[src/design/fnas_pkg.sv]
`timescale 1ns / 1ps
// Shared types and constants for the four-neighbor average stencil.
// No dependencies.
package fnas_pkg;

    localparam int ROW_BITS       = 16;
    localparam int WIDTH_BITS     = 12;
    localparam int CFG_DATA_BITS  = 16;
    localparam int CFG_INDEX_BITS = 1;

    typedef enum logic [CFG_INDEX_BITS-1:0] {
        REG_GRID_WIDTH  = 1'b0,
        REG_GRID_HEIGHT = 1'b1
    } cfg_reg_t;

    typedef struct packed {
        logic                emit;
        logic                last;
        logic [ROW_BITS-1:0] row;
    } pos_info_t;

endpackage

[src/design/fnas_stage.sv]
`timescale 1ns / 1ps
// Sum stage and output register: adds the four neighbors, writes rows back.
// Depends on fnas_pkg.
module fnas_stage #(
    parameter int SAMPLE_BITS = 16,
    parameter int COL_BITS    = 11
) (
    input  logic                         clk,
    input  logic                         rst_n,
    input  logic                         fire,
    input  logic [SAMPLE_BITS-1:0]       sample,
    input  fnas_pkg::pos_info_t          pos,
    input  logic [COL_BITS-1:0]          col,
    input  logic [2*SAMPLE_BITS-1:0]     rd_data_a,
    input  logic [2*SAMPLE_BITS-1:0]     rd_data_b,
    output logic                         hold,
    output logic                         wr_en,
    output logic [COL_BITS-1:0]          wr_addr,
    output logic [2*SAMPLE_BITS-1:0]     wr_data,
    input  logic                         out_stall,
    output logic                         out_valid,
    output logic [SAMPLE_BITS+1:0]       average_q2,
    output logic [fnas_pkg::ROW_BITS-1:0] out_row,
    output logic [COL_BITS-1:0]          out_col,
    output logic                         frame_last
);

    logic                      s1_valid_reg;
    logic                      s1_valid_next;
    logic [SAMPLE_BITS-1:0]    s1_sample_reg;
    fnas_pkg::pos_info_t       s1_pos_reg;
    logic [COL_BITS-1:0]       s1_col_reg;
    logic [SAMPLE_BITS-1:0]    left_reg;
    logic                      out_valid_reg;
    logic                      out_valid_next;
    logic [SAMPLE_BITS+1:0]    avg_reg;
    logic [fnas_pkg::ROW_BITS-1:0] row_reg;
    logic [COL_BITS-1:0]       col_reg;
    logic                      last_reg;
    logic                      s1_adv;
    logic [SAMPLE_BITS-1:0]    up;
    logic [SAMPLE_BITS-1:0]    mid;
    logic [SAMPLE_BITS-1:0]    right;
    logic [SAMPLE_BITS+1:0]    sum;

    always_comb
    begin
        up    = rd_data_a[2*SAMPLE_BITS-1:SAMPLE_BITS];
        mid   = rd_data_a[SAMPLE_BITS-1:0];
        right = rd_data_b[SAMPLE_BITS-1:0];
        sum   = (SAMPLE_BITS+2)'(up) + (SAMPLE_BITS+2)'(left_reg)
              + (SAMPLE_BITS+2)'(right) + (SAMPLE_BITS+2)'(s1_sample_reg);

        s1_adv = s1_valid_reg && (!s1_pos_reg.emit || !out_valid_reg || !out_stall);
        hold   = s1_valid_reg && !s1_adv;

        wr_en   = s1_adv;
        wr_addr = s1_col_reg;
        wr_data = {mid, s1_sample_reg};

        s1_valid_next = fire ? 1'b1 : (s1_adv ? 1'b0 : s1_valid_reg);
        if (s1_adv && s1_pos_reg.emit)
            out_valid_next = 1'b1;
        else
            out_valid_next = out_valid_reg && out_stall;
    end

    always_ff @(posedge clk or negedge rst_n)
    begin
        if (!rst_n)
        begin
            s1_valid_reg  <= 1'b0;
            out_valid_reg <= 1'b0;
        end
        else
        begin
            s1_valid_reg  <= s1_valid_next;
            out_valid_reg <= out_valid_next;
        end
    end

    always_ff @(posedge clk)
    begin
        if (fire)
        begin
            s1_sample_reg <= sample;
            s1_pos_reg    <= pos;
            s1_col_reg    <= col;
        end
        if (s1_adv)
            left_reg <= mid;
        if (s1_adv && s1_pos_reg.emit)
        begin
            avg_reg  <= sum;
            row_reg  <= s1_pos_reg.row;
            col_reg  <= s1_col_reg;
            last_reg <= s1_pos_reg.last;
        end
    end

    assign out_valid  = out_valid_reg;
    assign average_q2 = avg_reg;
    assign out_row    = row_reg;
    assign out_col    = col_reg;
    assign frame_last = last_reg;

endmodule

[config.mk]
export PLATFORM = sky130hd
export DESIGN_NAME = fnas_stage
export DESIGN_NICKNAME = d
export VERILOG_FILES = /design/src/design/fnas_pkg.sv /design/src/design/fnas_stage.sv
export SDC_FILE = /design/constraint.sdc
export NUM_CORES = 1
export LEC_CHECK = 0
export BUFFER_PORTS_ARGS = -buffer_cell sky130_fd_sc_hd__buf_2
export CAP_MARGIN = 20
export CORE_MARGIN = 2
export CORE_UTILIZATION = 49
export CTS_CLUSTER_DIAMETER = 120
export CTS_CLUSTER_SIZE = 25
export DETAILED_ROUTE_END_ITERATION = 10
export GPL_TIMING_DRIVEN = 1
export HOLD_SLACK_MARGIN = 0.12
export PLACE_DENSITY = 0.8
export SYNTH_ARGS = -nofsm -noshare
export SYNTH_HDL_FRONTEND = slang
export SYNTH_SLANG_ARGS = --single-unit
[constraint.sdc]
create_clock -name clk -period 4.55 [get_ports clk]
set_input_delay 0.455 -clock clk [delete_from_list [all_inputs] [get_ports clk]]
set_output_delay 0.455 -clock clk [all_outputs]
set_load 0.01 [all_outputs]
==> results of run 1 <==
## metal layers
| layer | routed length [um] | global-route usage, % | part of all wire (%) | vias up |
|---|---|---|---|---|
| li1 | - | - | - | 1590 |
| met5 | 0 | 0 | 0 | - |
| met4 | 191 | 6.32 | 1.9 | 0 |
| met2 | 5510 | 32.8 | 54 | 125 |
| met3 | 528 | 3.57 | 5.2 | 16 |
| met1 | 4010 | 20.3 | 39 | 1628 |
## cells by family (layout without fill, tap and decap cells)
logic type / Yosys count / after routing / synth area share [%]
multiplexers: 2 / 2 / 0.382
AO/OA/AOI/OAI: 48 / 48 / 6.23
AND/OR/NAND/NOR: 39 / 39 / 3.72
XOR/XNOR: 11 / 11 / 1.84
adder cells (fa/ha/maj): 49 / 49 / 16.3
flip-flops: 109 / 109 / 62.3
buffers and inverters: 111 / 299 / 9.26
## metrics by stage
stage | instances | setup slack (ns) | cell area (sq um) | utilization, %
after floorplan | 369 | 1.24 | 5240 | -
after global placement | 675 | 1.01 | 6240 | 60.2
after detailed placement | 675 | 0.974 | 6240 | 60.2
after CTS | 692 | 1.21 | 6470 | 62.4
after global routing | 693 | 1.07 | 6490 | 62.6
final | 693 | 1.22 | 6490 | 62.6
## area by class of cell
type,instances,share of cell area [%]
inverter,91,5.26
tap,136,2.62
timing repair buffer,192,15.2
clock inverter,7,1.52
multi-input combinational,149,23.2
sequential,109,50.3
clock buffer,9,1.91
## power by group
part,switching [W],internal [W]
registers,0.0000315,0.00126
clock network,0.000382,0.000226
logic,0.000547,0.000406
total,0.000961,0.00189
## how the worst max path moves through the flow
| stage | to | from | cells past startpoint | slack [ns] |
|---|---|---|---|---|
| 2_1_floorplan | average_q2[15] | rd_data_a[17] | 11 | 1.24 |
| 3_3_place_gp | average_q2[13] | rd_data_a[17] | 12 | 1.01 |
| 3_5_place_dp | average_q2[13] | rd_data_a[17] | 12 | 0.97 |
| 4_1_cts | average_q2[13] | s1_sample_reg[1] | 11 | 1.21 |
| 5_1_grt | average_q2[15] | s1_sample_reg[1] | 11 | 1.07 |
| 6_report | average_q2[13] | s1_sample_reg[1] | 11 | 1.22 |
## layout by cell type (no fill, tap or decap), types with 6 or more instances in the layout
master	n
a21oi_1	14
xnor2_1	6
fa_1	32
buf_2	188
nand2_1	14
edfxtp_1	107
clkbuf_8	9
ha_1	17
inv_1	91
## timing repair
item,CTS,global route
resized for setup,0,0
hold endpoints to repair,2,0
hold buffers,1,0
setup endpoints to repair,0,0
## worst max-delay path, stage by stage (launching register included)
cell      delay [ns]
edfxtp_1        0.35
inv_1           0.05
fa_1            0.48
inv_1           0.05
fa_1            0.46
ha_1            0.25
fa_1            0.40
a21o_2          0.25
a31o_1          0.26
and2_4          0.17
o41ai_2         0.23
xnor2_1         0.12
==> metrics.csv, run 1 <==
metric,value,unit
clock.fmax,301,MHz
avgRoutedWirePerCell,14.8,um
postSynthNetCount,531,
ys_seq_area_share,62.3,%
drive_gt1_share,38.6,%
worstRegToRegCells,11,
first_pass_iters,6,
multi_input_area,1510,sq um
seqCellArea,3260,sq um
clock_tree.root_cell,clkbuf_8,
clk_pin_slew,0.12,ns
synth.top_cell.area_share,61.3,%
h-tree-depth,3,
total_power,0.00285,W
cts_tree,done,
path_max_fanout,5,
synth-seq-cells,109,
initial_core_util,50.5,%
rsz0062_at_grt,false,
endpoint_kind,flip-flop,
track_usage,17.7,%
area_growth_syn_to_layout,23.9,%
ir_drop,0.226,mV
yosysWarnings,0,
synth_common_cells,"107 x edfxtp_1, 91 x inv_1, 32 x fa_1, 17 x ha_1, 16 x buf_4",
whs_endpoint,s1_sample_reg[5],
setup_viol,0,
cts.sinks,109,
worst_slew_pin_slew,0.654,ns
leakage,3.03,nW
hold-path-cell-count,1,
synth_edf_count,107,
grt_pass1_wl,15600,um
finalHoldViolCount,0,
drc,0,
synth_top_flop_cell,edfxtp_1,
num_antenna_cells,0,
finalSetupTns,0,ns
start_kind,flip-flop,
r2r_slack,1.22,ns
crit_arrival,3.44,ns
cts_buffer_depth,2,
maxSlewHeadroom,56.3,%
maxCapViolations,0,
antenna_found_initial,0,
required,4.67,ns
period_share,73.1,%
whs,0.240,ns
cts_setup_buffers,0,
syn-cell-area,5240,sq um
die_w,107,um
yosys.area.top_type,edfxtp_1,
cts_made_buffers,9,
synth_area_leaders,"edfxtp_1 61%, fa_1 12%, inv_1 6.5%",
critical_path.reg2reg.endpoint,average_q2[13],
maxSlewViolCount,0,
postSynthCellCount,369,
routed_wl,10200,um
ant_nets,0,
worstHoldStart,sample[5],
routed_via_density,4.85,
synthArstFlopShare,1.83,%
synth_area_per_cell,14.2,sq um
rows,37,
io_buffers,188,
fin_skew,0.0163,ns
hold_class,in -> reg,
clk-insertion-delay-late,0.38,ns
power_density,440,nW/um^2
dp_hpwl,7800,um
overflow,0,
coreArea,10400,sq um
crit_type,reg -> reg,
finalCriticalPeriod,3.33,ns
synth_cell_type_count,41,
r2r_start,s1_sample_reg[1],
grt_pass1_vias,3393,
die_area,11500,sq um
yosysMostFrequentCell,edfxtp_1,
pin_count,205,
gp_congestion,0.739,
fin_nets,714,
status,completed,
fillCellCount,824,
drtIter0Drc,205,
grt_start_max_net_pins,47,
vias,3359,
die_h,107,um
Note: power is estimated with default switching activity, not from simulation.
==> run 2: changes to the inputs <==
clock period = 3.4 ns   (was 4.55 ns; I/O delays follow)
==> run 2 against run 1 <==
Effect of this change: first-iteration DRC count fell by 3.4%; non-clock buffer count increased by 44; core utilization increased by 4.4 points; combinational power rose by 44%; sequential share of layout area fell by 3.3 points; worst setup slack worse by 1.1 ns; critical endpoint is now average_q2[17]; clock-buffer cell count unchanged; sequential power increased by 34%; critical path depth stayed put.
==> metrics.csv, run 2 (same netlist as run 1, synthesis figures left out) <==
metric,value,unit
hold_class,in -> reg,
clock.fmax,308,MHz
final_cell_mix,"188 x buf_2, 107 x edfxtp_1, 91 x inv_1, 45 x dlygate4sd3_1, 31 x fa_1",
setup_viol,0,
rows,37,
ant_nets,0,
cts_tree,done,
vias,3482,
drc,0,
layout_commonest_cell,buf_2,
fillCellCount,782,
gp_congestion,0.806,
fin_nets,758,
cts_made_buffers,9,
hold-path-cell-count,1,
start_kind,flip-flop,
cts_buffer_depth,2,
r2r_slack,0.15,ns
critical_path.reg2reg.endpoint,average_q2[17],
required,3.53,ns
coreArea,10400,sq um
cts.sinks,109,
period_share,95.4,%
cts_setup_buffers,0,
finalHoldViolCount,0,
instances_no_fill,737,
total_power,0.00391,W
initial_core_util,50.5,%
status,completed,
die_h,107,um
num_antenna_cells,0,
rsz0062_at_grt,false,
routed_wl,11200,um
maxSlewHeadroom,55.6,%
r2r_start,s1_sample_reg[1],
first_pass_iters,4,
maxSlewViolCount,0,
antenna_found_initial,0,
whs,0.139,ns
area_growth_syn_to_layout,32.6,%
routed_via_density,4.72,
path_max_fanout,5,
placedCellCount,675,
worst_slew_pin_slew,0.664,ns
endpoint_kind,flip-flop,
maxCapViolations,0,
leakage,3.21,nW
dp_hpwl,7940,um
grt_pass1_vias,3614,
grt_pass1_wl,17000,um
die_area,11500,sq um
pin_count,205,
h-tree-depth,3,
clk_pin_slew,0.10,ns
drtIter0Drc,198,
fin_skew,0.0115,ns
crit_arrival,3.38,ns
power_density,563,nW/um^2
track_usage,19.5,%
avgRoutedWirePerCell,15.2,um
grt_start_max_net_pins,47,
finalCriticalPeriod,3.25,ns
clk-insertion-delay-late,0.38,ns
drive_gt1_share,36.4,%
whs_endpoint,s1_pos_reg[5],
overflow,0,
worstRegToRegCells,11,
worstHoldStart,pos[5],
io_buffers,188,
crit_type,reg -> reg,
die_w,107,um
clock_tree.root_cell,clkbuf_8,
ir_drop,0.399,mV
==> run 2: power breakdown <==
group,internal (W),switching [W]
Combinational,0.000598,0.000769
Sequential,0.00169,0.0000431
Clock,0.000351,0.000465
==> run 2: worst max-delay path by stage <==
stage / start / to / slack, ns / depth (start not counted)
CTS: s1_sample_reg[1] / average_q2[15] / 0.02 / 11
global placement: rd_data_a[17] / average_q2[13] / -0.002 / 12
finish: s1_sample_reg[1] / average_q2[17] / 0.15 / 11
global route: s1_sample_reg[10] / average_q2[15] / 0.002 / 10
floorplan: s1_sample_reg[1] / average_q2[15] / 0.20 / 11
detailed placement: rd_data_a[17] / average_q2[15] / -0.08 / 12
==> run 2: routing by layer <==
metal	track usage, %	vias up	share of wire, %
met2	35.9	118	55
met3	4.12	13	4.8
met5	0	-	0
li1	-	1678	-
met1	22.5	1673	39
met4	6.32	0	1.5
==> run 2: through the flow <==
step / cell area (sq um) / utilization (%) / setup TNS, ns / worst slack, ns
floorplan: 5240 / - / 0 / 0.201
global placement: 6240 / 60.2 / -0.00193 / -0.00193
detailed placement: 6240 / 60.2 / -0.242 / -0.0788
CTS: 6770 / 65.3 / 0 / 0.0217
global route: 6950 / 67.0 / 0 / 0.00235
finish: 6950 / 67.0 / 0 / 0.155
==> run 2: final cells by class <==
type	count	area (sq um)	share of cell area (%)
Multi-Input combinational cell	149	1540	22.2
Clock inverter	7	80.1	1.15
Clock buffer	9	124	1.78
Timing Repair Buffer	236	1430	20.5
Inverter	91	342	4.92
Sequential cell	109	3260	47.0
Tap cell	136	170	2.45
==> run 2: critical path, stage by stage (launching register included) <==
cell      delay [ns]
edfxtp_1        0.41
inv_1           0.10
fa_1            0.41
inv_1           0.08
fa_1            0.43
ha_2            0.22
fa_2            0.35
a21o_2          0.24
a31o_1          0.25
and2_4          0.19
a211oi_1        0.22
o31ai_1         0.11
==> run 2: timing repair <==
action | in CTS | in global routing
hold buffers | 33 | 12
gates resized for setup | 0 | 6
endpoints found under the setup margin | 0 | 5
hold endpoints to repair | 34 | 12
