**src/design/fnas_pkg.sv**
```systemverilog
`timescale 1ns / 1ps
// Shared types and constants for the four-neighbor average stencil.
// No dependencies.
package fnas_pkg;

    localparam int ROW_BITS       = 16;
    localparam int WIDTH_BITS     = 12;
    localparam int CFG_DATA_BITS  = 16;
    localparam int CFG_INDEX_BITS = 1;

    typedef enum logic [CFG_INDEX_BITS-1:0] {
        REG_GRID_WIDTH  = 1'b0,
        REG_GRID_HEIGHT = 1'b1
    } cfg_reg_t;

    typedef struct packed {
        logic                emit;
        logic                last;
        logic [ROW_BITS-1:0] row;
    } pos_info_t;

endpackage

```
**src/design/fnas_position.sv**
```systemverilog
`timescale 1ns / 1ps
// Grid size registers and row/column position counters of the stencil.
// Depends on fnas_pkg.
module fnas_position #(
    parameter int MAX_WIDTH = 2048,
    parameter int COL_BITS  = 11
) (
    input  logic                               clk,
    input  logic                               rst_n,
    input  logic                               cfg_write,
    input  logic [fnas_pkg::CFG_INDEX_BITS-1:0] cfg_index,
    input  logic [fnas_pkg::CFG_DATA_BITS-1:0]  cfg_data,
    input  logic                               fire,
    output fnas_pkg::pos_info_t                pos,
    output logic [COL_BITS-1:0]                col,
    output logic [COL_BITS-1:0]                col_right
);

    logic [fnas_pkg::WIDTH_BITS-1:0] grid_width_reg;
    logic [fnas_pkg::ROW_BITS-1:0]   grid_height_reg;
    logic [COL_BITS-1:0]             col_count_reg;
    logic [COL_BITS-1:0]             col_count_next;
    logic [fnas_pkg::ROW_BITS-1:0]   row_count_reg;
    logic [fnas_pkg::ROW_BITS-1:0]   row_count_next;
    logic [COL_BITS-1:0]             last_col;
    logic [fnas_pkg::ROW_BITS-1:0]   last_row;
    logic [COL_BITS-1:0]             c;

    always_ff @(posedge clk or negedge rst_n)
    begin
        if (!rst_n)
        begin
            grid_width_reg  <= fnas_pkg::WIDTH_BITS'(2048);
            grid_height_reg <= fnas_pkg::ROW_BITS'(2048);
        end
        else if (cfg_write)
        begin
            case (fnas_pkg::cfg_reg_t'(cfg_index))
                fnas_pkg::REG_GRID_WIDTH:
                    grid_width_reg <= cfg_data[fnas_pkg::WIDTH_BITS-1:0];
                fnas_pkg::REG_GRID_HEIGHT:
                    grid_height_reg <= cfg_data[fnas_pkg::ROW_BITS-1:0];
                default:
                    grid_width_reg <= grid_width_reg;
            endcase
        end
    end

    // clamp grid size
    always_comb
    begin
        if (grid_width_reg < fnas_pkg::WIDTH_BITS'(3))
            last_col = COL_BITS'(2);
        else if (32'(grid_width_reg) > 32'(MAX_WIDTH))
            last_col = COL_BITS'(MAX_WIDTH - 1);
        else
            last_col = COL_BITS'(grid_width_reg - fnas_pkg::WIDTH_BITS'(1));

        if (grid_height_reg < fnas_pkg::ROW_BITS'(3))
            last_row = fnas_pkg::ROW_BITS'(2);
        else
            last_row = grid_height_reg - fnas_pkg::ROW_BITS'(1);

        c = (col_count_reg > last_col) ? last_col : col_count_reg;
    end

    always_comb
    begin
        pos.emit  = (row_count_reg >= fnas_pkg::ROW_BITS'(2)) && (row_count_reg <= last_row)
                    && (c != '0) && (c < last_col);
        pos.last  = (row_count_reg == last_row) && (c == last_col - COL_BITS'(1));
        pos.row   = row_count_reg - fnas_pkg::ROW_BITS'(1);
        col       = c;
        col_right = c + COL_BITS'(1);
    end

    always_comb
    begin
        col_count_next = col_count_reg;
        row_count_next = row_count_reg;
        if (fire)
        begin
            if (c >= last_col)
            begin
                col_count_next = '0;
                row_count_next = (row_count_reg >= last_row) ? '0
                                 : row_count_reg + fnas_pkg::ROW_BITS'(1);
            end
            else
            begin
                col_count_next = c + COL_BITS'(1);
            end
        end
    end

    always_ff @(posedge clk or negedge rst_n)
    begin
        if (!rst_n)
        begin
            col_count_reg <= '0;
            row_count_reg <= '0;
        end
        else
        begin
            col_count_reg <= col_count_next;
            row_count_reg <= row_count_next;
        end
    end

endmodule

```
**config.mk**
```make
export PLATFORM = sky130hd
export DESIGN_NAME = fnas_position
export DESIGN_NICKNAME = d
export VERILOG_FILES = /design/src/design/fnas_pkg.sv /design/src/design/fnas_position.sv
export SDC_FILE = /design/constraint.sdc
export NUM_CORES = 1
export LEC_CHECK = 0
export ABC_AREA = 1
export BUFFER_PORTS_ARGS = -buffer_cell sky130_fd_sc_hd__buf_4
export CORE_UTILIZATION = 60
export CTS_CLUSTER_SIZE = 16
export DETAILED_ROUTE_END_ITERATION = 8
export PLACE_DENSITY = 0.78
export SYNTH_ARGS = -nofsm -noshare
export SYNTH_HDL_FRONTEND = slang
export SYNTH_SLANG_ARGS = --single-unit
```
**constraint.sdc**
```tcl
create_clock -name clk -period 4.9 [get_ports clk]
set_input_delay 0.245 -clock clk [delete_from_list [all_inputs] [get_ports clk]]
set_output_delay 0.245 -clock clk [all_outputs]
set_load 0.01 [all_outputs]
```
==> impl_metrics.env, run 1 <==
export IMPL_n_antenna_cell=0
export IMPL_worst_ep_required_time_ns=5.14
export IMPL_nets=923
export IMPL_drive_above_1_share=0.182
export IMPL_ioPinCount=61
export IMPL_critPathSlowestCell="dfrtp_1"
export IMPL_place_hpwl_mm=11.2
export IMPL_syn_cell_area_mm2=0.00536
export IMPL_finClkSkew_ns=0.0118
export IMPL_fill_cells=731
export IMPL_ctsRootBufferMaster="clkbuf_8"
export IMPL_synth_area_per_cell_um2=6.82
export IMPL_synthCells=786
export IMPL_die_y_um=96.5
export IMPL_slew_headroom=0.462
export IMPL_cts_made_buffers=5
export IMPL_port_buffers=60
export IMPL_track_usage=0.305
export IMPL_finalSetupViolCount=0
export IMPL_syn_num_nets=855
export IMPL_maxCapViolations=0
export IMPL_ant_nets=0
export IMPL_ir_worst_vdd_uv=386
export IMPL_synth_edff_count=0
export IMPL_seq_area_frac_synth=0.257
export IMPL_crit_family="simple AND/OR/NAND/NOR gates"
export IMPL_post_drt_wl_per_cell_um=14.5
export IMPL_ys_types=47
export IMPL_power_density_mw_per_mm2=515
export IMPL_clock_sinks=55
export IMPL_grt_pass1_vias=4927
export IMPL_grt_start_max_net_pins=56
export IMPL_fmax_mhz=218
export IMPL_drtIter0Drc=245
export IMPL_wl_mm=14.0
export IMPL_num_vias=5423
export IMPL_die_area_mm2=0.00932
export IMPL_die_w_um=96.5
export IMPL_finalHoldViolations=27
export IMPL_antenna_found_initial=0
export IMPL_cts_htree_levels=2
export IMPL_clk_latency_ns=0.31
export IMPL_max_stage_delay_ns=0.40
export IMPL_place_gp_congestion=0.965
export IMPL_worstMarginPinSlew_ns=0.805
export IMPL_async_reset_ff_frac=1.00
export IMPL_first_pass_iters=5
export IMPL_crit_type="register to register"
export IMPL_clk_path_buf_depth=2
export IMPL_yosysTopAreaCell="dfrtp_1"
export IMPL_initial_core_util=0.618
export IMPL_synthFlopType="dfrtp_1"
export IMPL_synth_area_leaders="dfrtp_1 (25%), nand2_1 (14%), ha_1 (11%)"
export IMPL_stdcell_count=963
export IMPL_syn_to_final_growth_pct=14.0
export IMPL_finalCritPeriodShare=0.937
export IMPL_path_buf_inv=2
export IMPL_synth_top_area_frac=0.247
export IMPL_dp_cells=951
export IMPL_p_leak_nw=3.20
export IMPL_slew_viol_final=0
export IMPL_hold_path_class="input pin to asynchronous set/reset pin"
export IMPL_hold_ws_ns=-0.0457
export IMPL_postCtsHoldBufs=0
export IMPL_yosysWarnings=0
export IMPL_crit_path_start_kind="register"
export IMPL_grt_pass1_wl_mm=22.0
export IMPL_grt_ovfl_total=0
export IMPL_floorplan_core_area_mm2=0.00868
export IMPL_cts_tree="yes"
export IMPL_status="finished, violations left"
export IMPL_path_clk_slew_ns=0.11
export IMPL_vias_per_cell=5.63
export IMPL_crit_path_end_kind="register"
export IMPL_drc=0
export IMPL_fin_crit_ns=4.59
export IMPL_critPathArrivalTime_ns=4.83
export IMPL_ys_ff_latch=55
export IMPL_violations="hold timing"
export IMPL_rows=34
export IMPL_path_max_fanout=11
synth_stat cells, types with 5 or more instances:
| library cell | count |
|---|---|
| a21oi_1 | 29 |
| and2_1 | 5 |
| clkbuf_1 | 7 |
| dfrtp_1 | 53 |
| ha_1 | 48 |
| inv_1 | 105 |
| inv_2 | 10 |
| nand2_1 | 202 |
| nand2_2 | 9 |
| nand2_4 | 8 |
| nand3_1 | 57 |
| nand3_2 | 6 |
| nand4_1 | 17 |
| nor2_1 | 70 |
| nor2_2 | 6 |
| nor3_1 | 21 |
| nor4_1 | 5 |
| o21ai_0 | 56 |
| or2_2 | 5 |
| xor2_1 | 20 |
cells in the final DEF, fill, tap and decap left out, types with 12 or more instances in the layout:
cell type	instances
inv_1	103
dfrtp_1	53
nand2_2	13
o21ai_0	54
nor2_1	69
nand4_1	17
inv_2	12
xor2_1	20
nand3_1	57
ha_1	47
nand2_1	198
nor3_1	18
a21oi_1	28
buf_4	71
cells by family (layout without fill, tap and decap cells):
kind of cell	Yosys count	in the layout	synth area share
xor gates and xnor gates	22	22	0.0359
AOI/OAI and AO/OA	109	109	0.119
adders and majority gates	48	48	0.112
muxes	1	1	0.00210
buffers and inverters	127	196	0.0955
and+or+nand+nor	424	424	0.379
DFF	55	55	0.257
layout make-up:
| class | instances | area (um^2) | area share |
|---|---|---|---|
| Multi-Input combinational cell | 604 | 3530 | 0.578 |
| Sequential cell | 55 | 1380 | 0.226 |
| Timing Repair Buffer | 72 | 544 | 0.0890 |
| Inverter | 116 | 435 | 0.0712 |
| Tap cell | 108 | 135 | 0.0221 |
| Clock buffer | 6 | 72.6 | 0.0119 |
| Clock inverter | 2 | 12.5 | 0.00205 |
layer usage:
layer / vias to the layer above / routed length [um] / track usage
li1: 2693 / - / -
met1: 2530 / 5920 / 0.358
met2: 157 / 7030 / 0.554
met3: 43 / 577 / 0.0376
met4: 0 / 442 / 0.129
met5: - / 0 / 0
path summary, 6_finish.rpt:
| path | depth (start not counted) | from | slack, ns | to |
|---|---|---|---|---|
| setup / recovery | 29 | grid_width_reg[1] | 0.31 | row_count_reg[13] |
| hold / removal | 1 | rst_n | -0.05 | col_count_reg[8] |
| setup reg to reg | 29 | grid_width_reg[1] | 0.31 | row_count_reg[13] |
| hold reg to reg | 2 | grid_width_reg[7] | 0.53 | grid_width_reg[7] |
| max in group asynchronous | 1 | rst_n | 4.42 | grid_height_reg[0] |
| min in group clk | 2 | fire | 0.15 | col_count_reg[5] |
stage by stage:
step	instance area, um^2	TNS, ns	power, mW	worst slack, ns	utilization
after floorplan	5360	0	2.07	0.580	-
after CTS	6020	0	3.10	0.00844	0.693
after detailed placement	5930	0	2.83	0.0569	0.683
after global placement	5930	0	2.78	0.245	0.683
after global routing	6110	-0.0436	3.42	-0.0436	0.704
final	6110	0	3.15	0.307	0.704
power breakdown:
group	internal (mW)	switching (mW)
Sequential	0.575	0.181
Clock	0.101	0.156
Combinational	0.857	1.28
repair_timing:
item / CTS / global route
endpoints found under the setup margin: 0 / 18
setup buffers: 0 / 4
gates resized for setup: 0 / 19
worst reg2reg max path: cells and delay by family, from the launching register on:
kind	cells	cell delay, ns
and+or+nand+nor	23	3.13
DFF	1	0.40
buffers and inverters	2	0.15
adders and majority gates	3	0.77
AOI/OAI and AO/OA	1	0.09
No activity file was read; power rests on OpenSTA's default activity.
==> run 2, diff against run 1 <==
Settings changed: CORE_UTILIZATION 60 to 35, PLACE_DENSITY 0.78 to 0.48.
==> run 2 against run 1 <==
Compared with the run above: the run still ends with hold timing left; routed wire length is 7.5% higher; clock skew is 0.0024 ns lower; count of clock-buffer cells in the layout is 1 higher; first-iteration DRC count is 11% lower; core utilization is 28 points lower; die area is 70% higher; sequential power is 1% higher; fmax is 0.96% higher; critical endpoint unchanged.
==> impl_metrics.env, run 2 (synthesis gave the netlist of run 1 again) <==
export IMPL_grt_ovfl_total=0
export IMPL_finalCritPeriodShare=0.929
export IMPL_ir_worst_vdd_uv=266
export IMPL_clk_latency_ns=0.30
export IMPL_clock_sinks=55
export IMPL_n_antenna_cell=0
export IMPL_grt_pass1_wl_mm=24.9
export IMPL_die_area_mm2=0.0158
export IMPL_setup_worst_path_start="grid_width_reg[1]"
export IMPL_critPathArrivalTime_ns=4.77
export IMPL_p_sw_mw=1.64
export IMPL_p_leak_nw=3.24
export IMPL_max_stage_delay_ns=0.41
export IMPL_nets=924
export IMPL_place_gp_congestion=0.900
export IMPL_hold_path_class="input pin to asynchronous set/reset pin"
export IMPL_cts_tree="yes"
export IMPL_finalSetupViolCount=0
export IMPL_rows=44
export IMPL_p_clk_frac=0.107
export IMPL_path_max_fanout=6
export IMPL_die_y_um=126
export IMPL_final_cell_mix="nand2_1 (197), inv_1 (105), buf_4 (68), nor2_1 (67), nand3_1 (57)"
export IMPL_dp_slack_ns=0.0393
export IMPL_num_vias=5237
export IMPL_power_density_mw_per_mm2=517
export IMPL_r2r_start="grid_width_reg[1]"
export IMPL_initial_core_util=0.363
export IMPL_worst_ep_required_time_ns=5.12
export IMPL_p_seq_frac=0.234
export IMPL_clk_path_buf_depth=2
export IMPL_slew_viol_final=0
export IMPL_path_clk_slew_ns=0.07
export IMPL_fin_crit_ns=4.55
export IMPL_critPathSlowestCell="dfrtp_1"
export IMPL_cts_htree_levels=2
export IMPL_wl_mm=15.0
export IMPL_fmax_mhz=220
export IMPL_crit_path_end_kind="register"
export IMPL_hold_ws_ns=-0.0212
export IMPL_drive_above_1_share=0.182
export IMPL_slew_headroom=0.441
export IMPL_maxCapViolations=0
export IMPL_crit_path_start_kind="register"
export IMPL_internal_power_mw=1.62
export IMPL_drtIter0Drc=219
export IMPL_cp_common_cell="nand2_1"
export IMPL_dp_cells=1026
export IMPL_stdcell_count=1039
export IMPL_place_hpwl_mm=12.3
export IMPL_cts_made_buffers=5
export IMPL_track_usage=0.197
export IMPL_drc=0
export IMPL_switching_share=0.503
export IMPL_syn_to_final_growth_pct=17.7
export IMPL_first_pass_iters=5
export IMPL_comb_power_share=0.658
export IMPL_ant_nets=0
export IMPL_post_drt_wl_per_cell_um=14.5
export IMPL_place_area_mm2=0.00602
export IMPL_grt_start_max_net_pins=56
export IMPL_port_buffers=60
export IMPL_die_w_um=126
export IMPL_worstMarginPinSlew_ns=0.837
export IMPL_floorplan_core_area_mm2=0.0148
export IMPL_fin_ws_ns=0.350
export IMPL_layout_commonest_cell="nand2_1"
export IMPL_finalHoldViolations=11
export IMPL_ctsRootBufferMaster="clkbuf_16"
export IMPL_ioPinCount=61
export IMPL_finClkSkew_ns=0.00944
export IMPL_antenna_found_initial=0
export IMPL_finalInstanceArea_mm2=0.00631
export IMPL_crit_type="register to register"
export IMPL_violations="hold timing"
export IMPL_status="finished, violations left"
export IMPL_grt_pass1_vias=5048
export IMPL_vias_per_cell=5.04
[run 2: timing repair]
| action | 4_1_cts | 5_1_grt |
|---|---|---|
| setup endpoints to repair | 0 | 18 |
| setup buffers | 0 | 4 |
| resized for setup | 0 | 24 |
| hold buffers | 0 | 0 |
[run 2: worst paths after layout]
path	to	slack (ns)	cells after the start
max	row_count_reg[13]	0.35	29
min	col_count_reg[7]	-0.02	1
max reg2reg	row_count_reg[13]	0.35	29
min reg2reg	grid_height_reg[11]	0.53	2
max in group asynchronous	grid_width_reg[1]	4.40	1
min in group clk	col_count_reg[5]	0.16	2
[run 2: power groups by stage]
stage,Sequential [mW],Combinational (mW),Clock [mW]
floorplan,0.697,1.37,0
global placement,0.773,2.08,0
detailed placement,0.774,2.11,0
CTS,0.766,2.11,0.360
global route,0.789,2.41,0.377
finish,0.765,2.15,0.350
[run 2: cell type report]
cell class / count / area [um^2]
sequential: 55 / 1380
tap: 184 / 230
multi-input combinational: 605 / 3580
timing repair buffer: 72 / 558
clock buffer: 7 / 133
inverter: 116 / 435
fill: 1573 / 8440
[run 2: through the flow]
step | total power, mW | hold slack (ns) | setup TNS [ns] | util
after floorplan | 2.07 | -0.0506 | 0 | -
after global placement | 2.85 | 0.347 | 0 | 0.408
after CTS | 3.24 | 0.0223 | 0 | 0.417
after global routing | 3.58 | 0.0490 | -0.0188 | 0.428
after detailed placement | 2.88 | 0.350 | 0 | 0.408
final | 3.26 | -0.0212 | 0 | 0.428
[run 2: metal layers]
metal / vias to the layer above / part of all wire / GRT usage / routed length, um
li1: 2692 / - / - / -
met1: 2440 / 0.46 / 0.247 / 6860
met2: 93 / 0.50 / 0.358 / 7540
met3: 12 / 0.030 / 0.0238 / 446
met4: 0 / 0.012 / 0.0439 / 175
met5: - / 0 / 0 / 0
[run 2: critical path, delay by kind of cell, from the launching register on]
kind / cells / cell delay [ns]
AOI/OAI and AO/OA: 1 / 0.09
adders and majority gates: 3 / 0.79
buffers and inverters: 4 / 0.49
DFF: 1 / 0.41
and+or+nand+nor: 21 / 2.70
